## config.mk

```make
export PLATFORM = sky130hd
export DESIGN_NAME = datetime_text_validator_core
export DESIGN_NICKNAME = d
export VERILOG_FILES = /design/src/hw/rtl/dtv_pkg.sv /design/src/hw/rtl/dtv_front.sv /design/src/hw/rtl/dtv_back.sv /design/src/hw/rtl/datetime_text_validator_core.sv
export SDC_FILE = /design/constraint.sdc
export NUM_CORES = 1
export LEC_CHECK = 0
export BUFFER_PORTS_ARGS = -buffer_cell sky130_fd_sc_hd__buf_2
export CAP_MARGIN = 20
export CORE_MARGIN = 8
export CORE_UTILIZATION = 62
export CTS_CLUSTER_SIZE = 28
export DETAILED_ROUTE_END_ITERATION = 16
export HOLD_SLACK_MARGIN = 0.08
export PLACE_DENSITY = 0.81
export REMOVE_ABC_BUFFERS = 1
export SYNTH_ARGS = -nofsm -noshare
export SYNTH_HDL_FRONTEND = slang
export SYNTH_SLANG_ARGS = --single-unit
```

## constraint.sdc

```tcl
create_clock -name i_clk -period 5.6 [get_ports i_clk]
set_input_delay 1.4 -clock i_clk [delete_from_list [all_inputs] [get_ports i_clk]]
set_output_delay 1.4 -clock i_clk [all_outputs]
set_load 0.02 [all_outputs]
```

## src/hw/rtl/dtv_pkg.sv

```systemverilog
package dtv_pkg;

    // Format modes held in the mode register.
    localparam logic [2:0] MODE_HMS      = 3'd0;
    localparam logic [2:0] MODE_MMDD     = 3'd1;
    localparam logic [2:0] MODE_YMD      = 3'd2;
    localparam logic [2:0] MODE_WDAY     = 3'd3;
    localparam logic [2:0] MODE_WDAY_HMS = 3'd4;
    localparam logic [2:0] MODE_MMDD_HMS = 3'd5;

    // Configuration register indexes.
    localparam logic CFG_FORMAT_MODE  = 1'b0;
    localparam logic CFG_CURRENT_YEAR = 1'b1;

    // Status codes.
    localparam logic [3:0] ST_OK       = 4'd0;
    localparam logic [3:0] ST_HMS_LEN  = 4'd1;
    localparam logic [3:0] ST_MMDD_LEN = 4'd2;
    localparam logic [3:0] ST_YMD_LEN  = 4'd3;
    localparam logic [3:0] ST_DIGIT    = 4'd4;
    localparam logic [3:0] ST_HOURS    = 4'd5;
    localparam logic [3:0] ST_MINUTES  = 4'd6;
    localparam logic [3:0] ST_SECONDS  = 4'd7;
    localparam logic [3:0] ST_MONTH    = 4'd8;
    localparam logic [3:0] ST_DAY      = 4'd9;
    localparam logic [3:0] ST_COLON    = 4'd11;
    localparam logic [3:0] ST_DASH     = 4'd12;
    localparam logic [3:0] ST_SPACE    = 4'd13;
    localparam logic [3:0] ST_WEEKDAY  = 4'd14;
    localparam logic [3:0] ST_INVALID  = 4'd15;

    localparam int unsigned NUM_NAMES  = 14;
    localparam logic [NUM_NAMES-1:0] NAME_ALL = '1;

    // Weekday names, right-justified in 9 character slots.
    localparam logic [71:0] DAY_NAMES [NUM_NAMES] = '{
        72'("Mon"), 72'("Monday"), 72'("Tue"), 72'("Tuesday"),
        72'("Wed"), 72'("Wednesday"), 72'("Thu"), 72'("Thursday"),
        72'("Fri"), 72'("Friday"), 72'("Sat"), 72'("Saturday"),
        72'("Sun"), 72'("Sunday")
    };
    localparam logic [3:0] NAME_LEN [NUM_NAMES] = '{
        4'd3, 4'd6, 4'd3, 4'd7, 4'd3, 4'd9, 4'd3,
        4'd8, 4'd3, 4'd6, 4'd3, 4'd8, 4'd3, 4'd6
    };

    // Days per month, indexed by month number; zero marks no valid month.
    localparam logic [4:0] MONTH_DAYS [16] = '{
        5'd0, 5'd31, 5'd28, 5'd31, 5'd30, 5'd31, 5'd30, 5'd31,
        5'd31, 5'd30, 5'd31, 5'd30, 5'd31, 5'd0, 5'd0, 5'd0
    };

    typedef enum logic [1:0] {
        KIND_HMS,
        KIND_MMDD,
        KIND_YMD,
        KIND_WDAY
    } t_kind;

    typedef struct packed {
        logic is_digit;
        logic is_space;
        logic is_colon;
        logic is_dash;
        logic is_day_tens;
    } t_cls;

    typedef struct packed {
        logic [7:0] ch;
        logic       last;
        t_cls       cls;
    } t_item;

    typedef struct packed {
        logic [2:0] mode;
        logic [1:0] year_lo;
    } t_cfg;

    // Character at position pos of weekday name idx; pos must be below its length.
    function automatic logic [7:0] day_char(input int unsigned idx, input logic [3:0] pos);
        logic [71:0] aligned;
        logic [7:0]  result;
        aligned = DAY_NAMES[idx] << (8 * (9 - int'(NAME_LEN[idx])));
        result  = 8'h00;
        for (int k = 0; k < 9; k++) begin
            if (pos == 4'(k)) begin
                result = aligned[71 - 8*k -: 8];
            end
        end
        return result;
    endfunction

    function automatic t_kind kind_of(input logic [2:0] mode, input logic tail);
        t_kind k;
        case (mode)
            MODE_HMS:      k = KIND_HMS;
            MODE_MMDD:     k = KIND_MMDD;
            MODE_YMD:      k = KIND_YMD;
            MODE_WDAY:     k = KIND_WDAY;
            MODE_WDAY_HMS: k = tail ? KIND_HMS : KIND_WDAY;
            default:       k = tail ? KIND_HMS : KIND_MMDD;
        endcase
        return k;
    endfunction

    // Judges a finished segment. len_hi flags a length of sixteen or more.
    function automatic logic [3:0] finish_kind(input t_kind k, input logic len_hi,
                                               input logic [3:0] len_lo,
                                               input logic [NUM_NAMES-1:0] mask,
                                               input logic [3:0] ferr);
        logic       found;
        logic [3:0] result;
        found = 1'b0;
        for (int unsigned i = 0; i < NUM_NAMES; i++) begin
            if (mask[i] && !len_hi && len_lo == NAME_LEN[i]) begin
                found = 1'b1;
            end
        end
        case (k)
            KIND_WDAY: result = found ? ST_OK : ST_WEEKDAY;
            KIND_HMS:  result = (!len_hi && len_lo == 4'd8)  ? ferr : ST_HMS_LEN;
            KIND_MMDD: result = (!len_hi && len_lo == 4'd5)  ? ferr : ST_MMDD_LEN;
            KIND_YMD:  result = (!len_hi && len_lo == 4'd10) ? ferr : ST_YMD_LEN;
            default:   result = ST_INVALID;
        endcase
        return result;
    endfunction

endpackage

```

## src/hw/rtl/dtv_front.sv

```systemverilog
module dtv_front (
    input  logic          i_clk,
    input  logic          i_rst_n,
    input  logic          s_tvalid,
    output logic          s_tready,
    input  logic [7:0]    s_tdata,   // [7:0] char_code
    input  logic          s_tlast,   // last_char
    output logic          o_q_valid,
    output dtv_pkg::t_item o_q_item,
    input  logic          i_q_pop
);
    import dtv_pkg::*;

    // Two-entry queue of classified characters.
    t_item      r_mem [2];
    logic       r_wr_ptr, n_wr_ptr;
    logic       r_rd_ptr, n_rd_ptr;
    logic [1:0] r_count,  n_count;
    logic       push;
    t_item      item_in;

    assign s_tready  = (r_count != 2'd2);
    assign push      = s_tvalid && s_tready;
    assign o_q_valid = (r_count != 2'd0);
    assign o_q_item  = r_mem[r_rd_ptr];

    always_comb begin
        item_in.ch              = s_tdata;
        item_in.last            = s_tlast;
        item_in.cls.is_digit    = (s_tdata >= "0") && (s_tdata <= "9");
        item_in.cls.is_space    = (s_tdata == " ");
        item_in.cls.is_colon    = (s_tdata == ":");
        item_in.cls.is_dash     = (s_tdata == "-");
        item_in.cls.is_day_tens = (s_tdata >= "0") && (s_tdata <= "3");
    end

    always_comb begin
        n_wr_ptr = push ? ~r_wr_ptr : r_wr_ptr;
        n_rd_ptr = i_q_pop ? ~r_rd_ptr : r_rd_ptr;
        n_count  = r_count + 2'(push) - 2'(i_q_pop);
    end

    always_ff @(posedge i_clk) begin
        if (!i_rst_n) begin
            r_wr_ptr <= 1'b0;
            r_rd_ptr <= 1'b0;
            r_count  <= 2'd0;
        end else begin
            r_wr_ptr <= n_wr_ptr;
            r_rd_ptr <= n_rd_ptr;
            r_count  <= n_count;
        end
    end

    always_ff @(posedge i_clk) begin
        if (push) begin
            r_mem[r_wr_ptr] <= item_in;
        end
    end

endmodule

```

## src/hw/rtl/dtv_back.sv

```systemverilog
module dtv_back #(
    parameter int COUNT_WIDTH = 5
) (
    input  logic           i_clk,
    input  logic           i_rst_n,
    input  dtv_pkg::t_cfg  i_cfg,
    input  logic           i_q_valid,
    input  dtv_pkg::t_item i_q_item,
    output logic           o_q_pop,
    output logic           m_tvalid,
    input  logic           m_tready,
    output logic [7:0]     m_tdata    // [3:0] status, [7:4] zero
);
    import dtv_pkg::*;

    localparam logic [COUNT_WIDTH-1:0] CNT_MAX = '1;

    logic [COUNT_WIDTH-1:0] r_seg_pos,     n_seg_pos;
    logic                   r_space_seen,  n_space_seen;
    logic [3:0]             r_first_err,   n_first_err;
    logic                   r_err_latched, n_err_latched;
    logic [3:0]             r_tens,        n_tens;
    logic [3:0]             r_month,       n_month;
    logic                   r_leap,        n_leap;
    logic [NUM_NAMES-1:0]   r_mask,        n_mask;
    logic                   r_head_failed, n_head_failed;
    logic                   r_out_valid,   n_out_valid;
    logic [3:0]             r_status,      n_status;

    logic pop;

    // A last character may only proceed when the output slot is free or draining.
    assign pop      = i_q_valid && (!i_q_item.last || !r_out_valid || m_tready);
    assign o_q_pop  = pop;
    assign m_tvalid = r_out_valid;
    assign m_tdata  = {4'b0000, r_status};

    always_comb begin
        logic       compound;
        logic       p_hi;
        logic [3:0] p_lo;
        logic [3:0] dig;
        logic [6:0] val;
        logic [4:0] lim;
        logic [3:0] code;
        logic       hit;
        logic       seg_hi;
        t_kind      kind;

        n_seg_pos     = r_seg_pos;
        n_space_seen  = r_space_seen;
        n_first_err   = r_first_err;
        n_err_latched = r_err_latched;
        n_tens        = r_tens;
        n_month       = r_month;
        n_leap        = r_leap;
        n_mask        = r_mask;
        n_head_failed = r_head_failed;
        n_out_valid   = r_out_valid && !m_tready;
        n_status      = r_status;

        compound = (i_cfg.mode == MODE_WDAY_HMS) || (i_cfg.mode == MODE_MMDD_HMS);
        p_hi     = |(r_seg_pos >> 4);
        p_lo     = r_seg_pos[3:0];
        dig      = i_q_item.ch[3:0];
        val      = (7'(r_tens) << 3) + (7'(r_tens) << 1) + 7'(dig);
        lim      = MONTH_DAYS[r_month];
        code     = ST_OK;
        hit      = 1'b0;
        kind     = kind_of(i_cfg.mode, compound && r_space_seen);

        if (lim != 5'd0 && r_month == 4'd2 &&
            ((kind == KIND_MMDD) ? (i_cfg.year_lo == 2'b00) : r_leap)) begin
            lim = 5'd29;
        end

        if (pop && i_cfg.mode <= MODE_MMDD_HMS) begin
            if (compound && !r_space_seen && i_q_item.cls.is_space) begin
                // The first space closes the head segment and judges it.
                n_first_err   = finish_kind(kind, p_hi, p_lo, r_mask, r_first_err);
                n_space_seen  = 1'b1;
                n_seg_pos     = '0;
                n_head_failed = (n_first_err != ST_OK);
                n_err_latched = n_head_failed;
            end else if (!(compound && r_head_failed)) begin
                if (kind == KIND_WDAY) begin
                    for (int unsigned i = 0; i < NUM_NAMES; i++) begin
                        if (p_hi || p_lo >= NAME_LEN[i] ||
                            day_char(i, p_lo) != i_q_item.ch) begin
                            n_mask[i] = 1'b0;
                        end
                    end
                end else if (!r_err_latched && !p_hi) begin
                    case (kind)
                        KIND_HMS: begin
                            case (p_lo)
                                4'd0, 4'd3, 4'd6: begin
                                    if (!i_q_item.cls.is_digit) begin
                                        hit = 1'b1; code = ST_DIGIT;
                                    end else begin
                                        n_tens = dig;
                                    end
                                end
                                4'd1, 4'd4, 4'd7: begin
                                    if (!i_q_item.cls.is_digit) begin
                                        hit = 1'b1; code = ST_DIGIT;
                                    end else if (p_lo == 4'd1 && val > 7'd24) begin
                                        hit = 1'b1; code = ST_HOURS;
                                    end else if (p_lo == 4'd4 && val > 7'd59) begin
                                        hit = 1'b1; code = ST_MINUTES;
                                    end else if (p_lo == 4'd7 && val > 7'd59) begin
                                        hit = 1'b1; code = ST_SECONDS;
                                    end
                                end
                                4'd2, 4'd5: begin
                                    if (!i_q_item.cls.is_colon) begin
                                        hit = 1'b1; code = ST_COLON;
                                    end
                                end
                                default: ;
                            endcase
                        end
                        KIND_MMDD: begin
                            case (p_lo)
                                4'd0: begin
                                    if (!i_q_item.cls.is_digit) begin
                                        hit = 1'b1; code = ST_DIGIT;
                                    end else begin
                                        n_tens = dig;
                                    end
                                end
                                4'd1: begin
                                    if (!i_q_item.cls.is_digit) begin
                                        hit = 1'b1; code = ST_DIGIT;
                                    end else if (val < 7'd1 || val > 7'd12) begin
                                        hit = 1'b1; code = ST_MONTH;
                                    end else begin
                                        n_month = val[3:0];
                                    end
                                end
                                4'd2: begin
                                    if (!i_q_item.cls.is_dash) begin
                                        hit = 1'b1; code = ST_DASH;
                                    end
                                end
                                4'd3: begin
                                    if (!i_q_item.cls.is_day_tens) begin
                                        hit = 1'b1; code = ST_DIGIT;
                                    end else begin
                                        n_tens = dig;
                                    end
                                end
                                4'd4: begin
                                    if (!i_q_item.cls.is_digit) begin
                                        hit = 1'b1; code = ST_DIGIT;
                                    end else if (lim == 5'd0) begin
                                        hit = 1'b1; code = ST_INVALID;
                                    end else if (val < 7'd1 || val > 7'(lim)) begin
                                        hit = 1'b1; code = ST_DAY;
                                    end
                                end
                                default: ;
                            endcase
                        end
                        default: begin
                            case (p_lo)
                                4'd0, 4'd1: begin
                                    if (!i_q_item.cls.is_digit) begin
                                        hit = 1'b1; code = ST_DIGIT;
                                    end
                                end
                                4'd2, 4'd5, 4'd8: begin
                                    if (!i_q_item.cls.is_digit) begin
                                        hit = 1'b1; code = ST_DIGIT;
                                    end else begin
                                        n_tens = dig;
                                    end
                                end
                                4'd3: begin
                                    if (!i_q_item.cls.is_digit) begin
                                        hit = 1'b1; code = ST_DIGIT;
                                    end else begin
                                        n_leap = (val[1:0] == 2'b00);
                                    end
                                end
                                4'd4, 4'd7: begin
                                    if (!i_q_item.cls.is_dash) begin
                                        hit = 1'b1; code = ST_DASH;
                                    end
                                end
                                4'd6: begin
                                    if (!i_q_item.cls.is_digit) begin
                                        hit = 1'b1; code = ST_DIGIT;
                                    end else if (val < 7'd1 || val > 7'd12) begin
                                        hit = 1'b1; code = ST_MONTH;
                                    end else begin
                                        n_month = val[3:0];
                                    end
                                end
                                4'd9: begin
                                    if (!i_q_item.cls.is_digit) begin
                                        hit = 1'b1; code = ST_DIGIT;
                                    end else if (lim == 5'd0) begin
                                        hit = 1'b1; code = ST_INVALID;
                                    end else if (val < 7'd1 || val > 7'(lim)) begin
                                        hit = 1'b1; code = ST_DAY;
                                    end
                                end
                                default: ;
                            endcase
                        end
                    endcase
                    if (hit) begin
                        n_first_err   = code;
                        n_err_latched = 1'b1;
                    end
                end
                if (r_seg_pos != CNT_MAX) begin
                    n_seg_pos = r_seg_pos + COUNT_WIDTH'(1);
                end
            end
        end

        if (pop && i_q_item.last) begin
            seg_hi = |(n_seg_pos >> 4);
            if (i_cfg.mode > MODE_MMDD_HMS) begin
                n_status = ST_INVALID;
            end else if (compound && !n_space_seen) begin
                n_status = ST_SPACE;
            end else if (compound && n_head_failed) begin
                n_status = n_first_err;
            end else begin
                n_status = finish_kind(kind_of(i_cfg.mode, compound), seg_hi,
                                       n_seg_pos[3:0], n_mask, n_first_err);
            end
            n_out_valid   = 1'b1;
            n_seg_pos     = '0;
            n_space_seen  = 1'b0;
            n_first_err   = ST_OK;
            n_err_latched = 1'b0;
            n_tens        = 4'd0;
            n_month       = 4'd0;
            n_leap        = 1'b0;
            n_mask        = NAME_ALL;
            n_head_failed = 1'b0;
        end
    end

    always_ff @(posedge i_clk) begin
        if (!i_rst_n) begin
            r_seg_pos     <= '0;
            r_space_seen  <= 1'b0;
            r_first_err   <= ST_OK;
            r_err_latched <= 1'b0;
            r_tens        <= 4'd0;
            r_month       <= 4'd0;
            r_leap        <= 1'b0;
            r_mask        <= NAME_ALL;
            r_head_failed <= 1'b0;
            r_out_valid   <= 1'b0;
        end else begin
            r_seg_pos     <= n_seg_pos;
            r_space_seen  <= n_space_seen;
            r_first_err   <= n_first_err;
            r_err_latched <= n_err_latched;
            r_tens        <= n_tens;
            r_month       <= n_month;
            r_leap        <= n_leap;
            r_mask        <= n_mask;
            r_head_failed <= n_head_failed;
            r_out_valid   <= n_out_valid;
        end
    end

    always_ff @(posedge i_clk) begin
        r_status <= n_status;
    end

    a_last_needs_slot: assert property (@(posedge i_clk) disable iff (!i_rst_n)
        (pop && i_q_item.last) |-> (!r_out_valid || m_tready))
        else $error("last character consumed while a status was still held");

    a_clear_after_last: assert property (@(posedge i_clk) disable iff (!i_rst_n)
        (pop && i_q_item.last) |=> (r_seg_pos == '0 && !r_space_seen && !r_err_latched))
        else $error("string state not cleared after the last character");

    a_head_needs_space: assert property (@(posedge i_clk) disable iff (!i_rst_n)
        r_head_failed |-> r_space_seen)
        else $error("head segment marked failed without a space");

    a_reset_state: assert property (@(posedge i_clk)
        !i_rst_n |=> (r_mask == NAME_ALL && !r_err_latched && !r_out_valid))
        else $error("state not cleared by reset");

endmodule

```

## src/hw/rtl/datetime_text_validator_core.sv

```systemverilog
// Date/time text validator.
//
// Characters of one date/time string arrive on the slave stream, one beat per
// character, with s_tlast high on the final character. On that final beat the
// block produces one beat on the master stream whose low nibble is the status
// (zero means the string is valid); other characters produce nothing.
// format_mode (index 0) selects the format; current_year (index 1) gives the year
// for the February check in month-day formats. The user writes both through
// i_cfg_wr_en, i_cfg_addr and i_cfg_wdata only while the block idles; the block
// itself does not enforce this.
//
// Throughput is one character per cycle while s_tready is high. Each character
// enters the two-entry input queue and is checked from its head; the status of a
// last character is registered in the output register that drives m_tvalid. The
// queue lets the input keep flowing while a status waits there. When m_tready
// stays low with a status held, further characters still pass until the next
// last character, which waits in the queue; once it is full, s_tready drops.
// Reset empties the queue, drops m_tvalid, clears the per-string state and
// loads format_mode 0 (HH:MM:SS) and current_year 2000.
module datetime_text_validator_core #(
    parameter int COUNT_WIDTH = 5
) (
    input  logic        i_clk,
    input  logic        i_rst_n,
    input  logic        i_cfg_wr_en,
    input  logic        i_cfg_addr,
    input  logic [13:0] i_cfg_wdata,
    input  logic        s_tvalid,
    output logic        s_tready,
    input  logic [7:0]  s_tdata,    // [7:0] char_code
    input  logic        s_tlast,    // last_char
    output logic        m_tvalid,
    input  logic        m_tready,
    output logic [7:0]  m_tdata     // [3:0] status, [7:4] zero
);
    import dtv_pkg::*;

    // Only the two low year bits matter: the leap rule is divisibility by four.
    logic [2:0] r_mode;
    logic [1:0] r_year_lo;
    t_cfg       cfg;
    logic       q_valid;
    t_item      q_item;
    logic       q_pop;

    always_ff @(posedge i_clk) begin
        if (!i_rst_n) begin
            r_mode    <= MODE_HMS;
            r_year_lo <= 2'b00;
        end else if (i_cfg_wr_en) begin
            case (i_cfg_addr)
                CFG_FORMAT_MODE:  r_mode    <= i_cfg_wdata[2:0];
                CFG_CURRENT_YEAR: r_year_lo <= i_cfg_wdata[1:0];
                default: ;
            endcase
        end
    end

    assign cfg.mode    = r_mode;
    assign cfg.year_lo = r_year_lo;

    dtv_front u_front (
        .i_clk     (i_clk),
        .i_rst_n   (i_rst_n),
        .s_tvalid  (s_tvalid),
        .s_tready  (s_tready),
        .s_tdata   (s_tdata),
        .s_tlast   (s_tlast),
        .o_q_valid (q_valid),
        .o_q_item  (q_item),
        .i_q_pop   (q_pop)
    );

    dtv_back #(
        .COUNT_WIDTH (COUNT_WIDTH)
    ) u_back (
        .i_clk     (i_clk),
        .i_rst_n   (i_rst_n),
        .i_cfg     (cfg),
        .i_q_valid (q_valid),
        .i_q_item  (q_item),
        .o_q_pop   (q_pop),
        .m_tvalid  (m_tvalid),
        .m_tready  (m_tready),
        .m_tdata   (m_tdata)
    );

endmodule

```

==> summary.md <==
| Metric | Value |
|---|---|
| Post-CTS Setup Inserts | `0` |
| Starting DRT DRC Count | `781` |
| Crit end category | `register` |
| Ys async rst share | `0` |
| Initial antenna violation count | `0` |
| Setup TNS Final | `0 ps` |
| P per Cell Area | `between 400 and 500 mW/mm^2` |
| Routed via count | `6171` |
| Wirelength per Cell | `just over 20 um` |
| Clock Power Share | `0.160` |
| Net Sw Frac | `0.463` |
| Worst path slowest cell | `fa_1` |
| DRT Pass-1 Iters | `5` |
| Peak VDD IR | `~330 uV` |
| Hold Path Cell Cnt | `2` |
| FILL cells | `881` |
| Max Clk Rate | `198 MHz` |
| Hold Crit Start | `u_back.r_mask[2]` |
| Antenna diodes | `0` |
| Starting Density | `0.625` |
| Vias in the first global route | `5958` |
| Share of cells above drive strength 1 | `0.112` |
| Synth unique cells | `87` |
| Worst Path Class, Setup | `register to register` |
| First-pass GRT wire length | `~30000 um` |
| FF-to-FF path depth | `17` |
| Clock Sinks | `between 70 and 80` |
| Worst-path clk slew | `~80 ps` |
| I/O Buffers | `23` |
| Largest delay contributor family on the critical path | `compound AO/OA/AOI/OAI gates` |
| Vias per cell | `6.64` |
| Multi-input gate area | `between 0.004 and 0.005 sq mm` |
| Reg2reg setup slack | `560 ps` |
| All-layer global routing usage | `0.286` |
| Relative slew slack | `0.282` |
| Worst-path fanout max | `9` |
| CTS resizes | `0` |
| Post-layout min period | `just over 5000 ps` |
| Pins Over Slew Limit | `0` |
| Internal Power | `1550 uW` |
| Max-cap violation count | `0` |
| Chip Height | `between 100 and 150 um` |
| Synthesis-stage register bit count | `between 70 and 80` |
| Pin count of the biggest net entering global routing | `30` |
| Setup crit start kind | `register` |
| Hold Violations, Final | `0` |
| GRT Residual Overflow | `0` |
| Crit-path max cell delay | `680 ps` |
| Clock buffer count from CTS | `9` |
| Largest cells by area after synthesis | `edfxtp_1 15%, dfxtp_1 15%, xnor2_1 6.9%` |
| Die area | `~0.014 sq mm` |
| WP data required | `approximately 5700 ps` |
| H-Tree Level Count | `3` |
| Yosys warns | `0` |
| Area share of the largest cell type after synthesis | `0.152` |
| Seq/Total Area, Yosys | `0.297` |
| Hold buffer count at CTS | `0` |
| Comb pwr share | `0.586` |
| RSZ-0062 raised after global routing | `no` |
| CORE AREA | `0.0101 sq mm` |
| Total Nets Final | `roughly 840` |
| Status | `finished, final reports clean` |
| IO Count | `39` |
| Dpl cells | `912` |
| Detailed Place HPWL | `roughly 14000 um` |
| Final Non-Filler Cells | `slightly above 900` |
| Sw power | `1330 uW` |
| Final setup vio count | `0` |
| Clock Path Buffers | `2` |
| Width of the die | `117 um` |
| Crit path depth | `17` |
| Hold Path End | `u_back.r_mask[2]` |
| Core Rows | `37` |
| Yosys top cell by area | `edfxtp_1` |
| R2r endpoint | `u_back.r_status[1]` |
| Area Overhead vs Synth | `5.77%` |
| Total wire length | `18900 um` |
| Crit-path cells | `mux2i_1, inv_2, fa_1, inv_1, fa_1, inv_1, ha_1, nand2_1, o21bai_1, o2111ai_1, a2111oi_2, a21o_1, nand2_1, a32o_1, a31oi_1, nor2_1, o32a_1` |
| Top FF cell, synth | `dfxtp_1` |
| Skew final | `roughly 27 ps` |
| WP data arrival | `slightly above 5000 ps` |
| Syn Area/Cell | `approximately 8.1 sq um` |
| Synthesized area | `~0.0063 sq mm` |
| Antenna Nets Post-Route | `0` |
| Leak pwr | `0.00250 uW` |
| RD Place Congestion | `between 0.9 and 1` |
| Tightest Pin Transition | `between 1000 and 1500 ps` |
| DR DRC count | `0` |
| Hold WC Path Type | `register to register` |
| CP bufs+invs | `3` |
| Final worst path period share | `0.901` |
| Latest clock arrival within the worst-skew pair | `between 300 and 400 ps` |
| Flop pwr share | `0.254` |
| CTS tree | `built` |
| Storage element area | `between 0.0015 and 0.002 sq mm` |
| EDFF count, synth | `32` |
| Root Buffer | `clkbuf_8` |
| Synth Instances | `a little under 800` |
==> routing by layer <==
layer | vias up | GRT usage | wire (um)
met5 | - | 0 | 0
met4 | 0 | 0.128 | 544
met1 | 2908 | 0.374 | 7970
met3 | 47 | 0.0657 | 1970
li1 | 2874 | - | -
met2 | 342 | 0.442 | 8450
==> cell usage after synthesis, types with 6 or more instances <==
library cell	count
ha_1	17
edfxtp_1	32
nand2b_1	12
clkbuf_1	20
mux2i_1	17
nand3b_1	7
a211oi_1	8
nor4_1	10
or2_2	6
and2_1	15
nor2_1	77
buf_2	22
o21a_1	12
a21boi_0	6
a21o_1	8
a32oi_1	8
nor2b_1	14
dfxtp_1	46
nand2_1	77
a21oi_1	45
inv_1	21
o21ai_1	11
and3_1	8
nand3_1	25
or3_1	6
o21ai_0	26
buf_4	6
o31ai_1	6
a31oi_1	10
xnor2_1	50
nor3_1	40
==> cell type report <==
| cell class | count | area share |
|---|---|---|
| Clock buffer | 10 | 0.0205 |
| Clock inverter | 6 | 0.0101 |
| Inverter | 26 | 0.0146 |
| Multi-Input combinational cell | 636 | 0.616 |
| Sequential cell | 78 | 0.281 |
| Tap cell | 136 | 0.0254 |
| Timing Repair Buffer | 37 | 0.0329 |
==> worst max-delay path by stage <==
| stage | to | startpoint |
|---|---|---|
| after CTS | u_back.r_status[1] | register |
| after detailed placement | u_back.r_status[1] | register |
| after global routing | u_back.r_status[3] | register |
| final | u_back.r_status[1] | register |
| after global placement | u_back.r_status[1] | register |
| after floorplan | u_back.r_status[1] | register |
==> sequential cells by signal, summed over array words and instances, names as in the netlist, named ones only <==
register              cells
u_back.r_head_failed      1
r_mode                    3
u_front.r_wr_ptr          1
u_front.r_rd_ptr          1
u_back.r_seg_pos          5
u_back.m_tvalid           1
u_back.r_status           4
u_back.r_tens             4
u_back.r_space_seen       1
u_back.r_leap             1
u_front.r_count           2
u_back.r_err_latched      1
u_front.r_mem            28
u_back.r_mask            14
r_year_lo                 2
u_back.r_first_err        4
u_back.r_month            4
==> power by group through the flow <==
stage	Combinational (uW)	Clock (uW)	Sequential, uW
3_3_place_gp	1600	0	739
5_1_grt	1830	487	738
2_1_floorplan	1210	0	748
3_5_place_dp	1630	0	743
6_report	1690	461	730
4_1_cts	1640	467	730
==> cells by family (layout without fill, tap and decap cells) <==
family / Yosys count / in the layout / synth area share
adder cells (fa/ha/maj): 19 / 19 / 0.0399
XOR/XNOR: 52 / 52 / 0.0719
multiplexers: 25 / 25 / 0.0424
AO/OA/AOI/OAI: 206 / 206 / 0.228
buffers and inverters: 75 / 79 / 0.0535
flip-flops: 78 / 78 / 0.297
other: 1 / 4 / 0.000592
AND/OR/NAND/NOR: 330 / 330 / 0.266
==> placed cells by master, fill, tap and decap left out, types with 17 or more instances in the layout <==
cell type / synthesis / layout
ha_1: 17 / 17
edfxtp_1: 32 / 32
dfxtp_1: 46 / 46
nor2_1: 77 / 77
mux2i_1: 17 / 17
nand2_1: 77 / 77
nand3_1: 25 / 25
a21oi_1: 45 / 45
inv_1: 21 / 21
buf_2: 22 / 23
nor3_1: 40 / 40
xnor2_1: 50 / 50
o21ai_0: 26 / 26
==> worst register-to-register path: cells and delay by family (launching register included) <==
family	cells	cell delay [ps]
DFF	1	610
muxes	1	340
AOI/OAI and AO/OA	7	1740
buffers and inverters	3	340
and+or+nand+nor	3	240
adders and majority gates	3	1550
==> metrics by stage <==
stage / utilization / instance area, sq um / hold WS [ps] / worst slack, ps / power [uW]
4_1_cts: 0.660 / 6700 / 471 / 547 / 2840
3_3_place_gp: 0.640 / 6490 / 452 / 692 / 2340
3_5_place_dp: 0.640 / 6490 / 458 / 582 / 2370
5_1_grt: 0.661 / 6700 / 477 / 144 / 3060
6_report: 0.661 / 6700 / 481 / 555 / 2880
2_1_floorplan: - / 6110 / 431 / 308 / 1960
No activity file was read; power rests on OpenSTA's default activity.
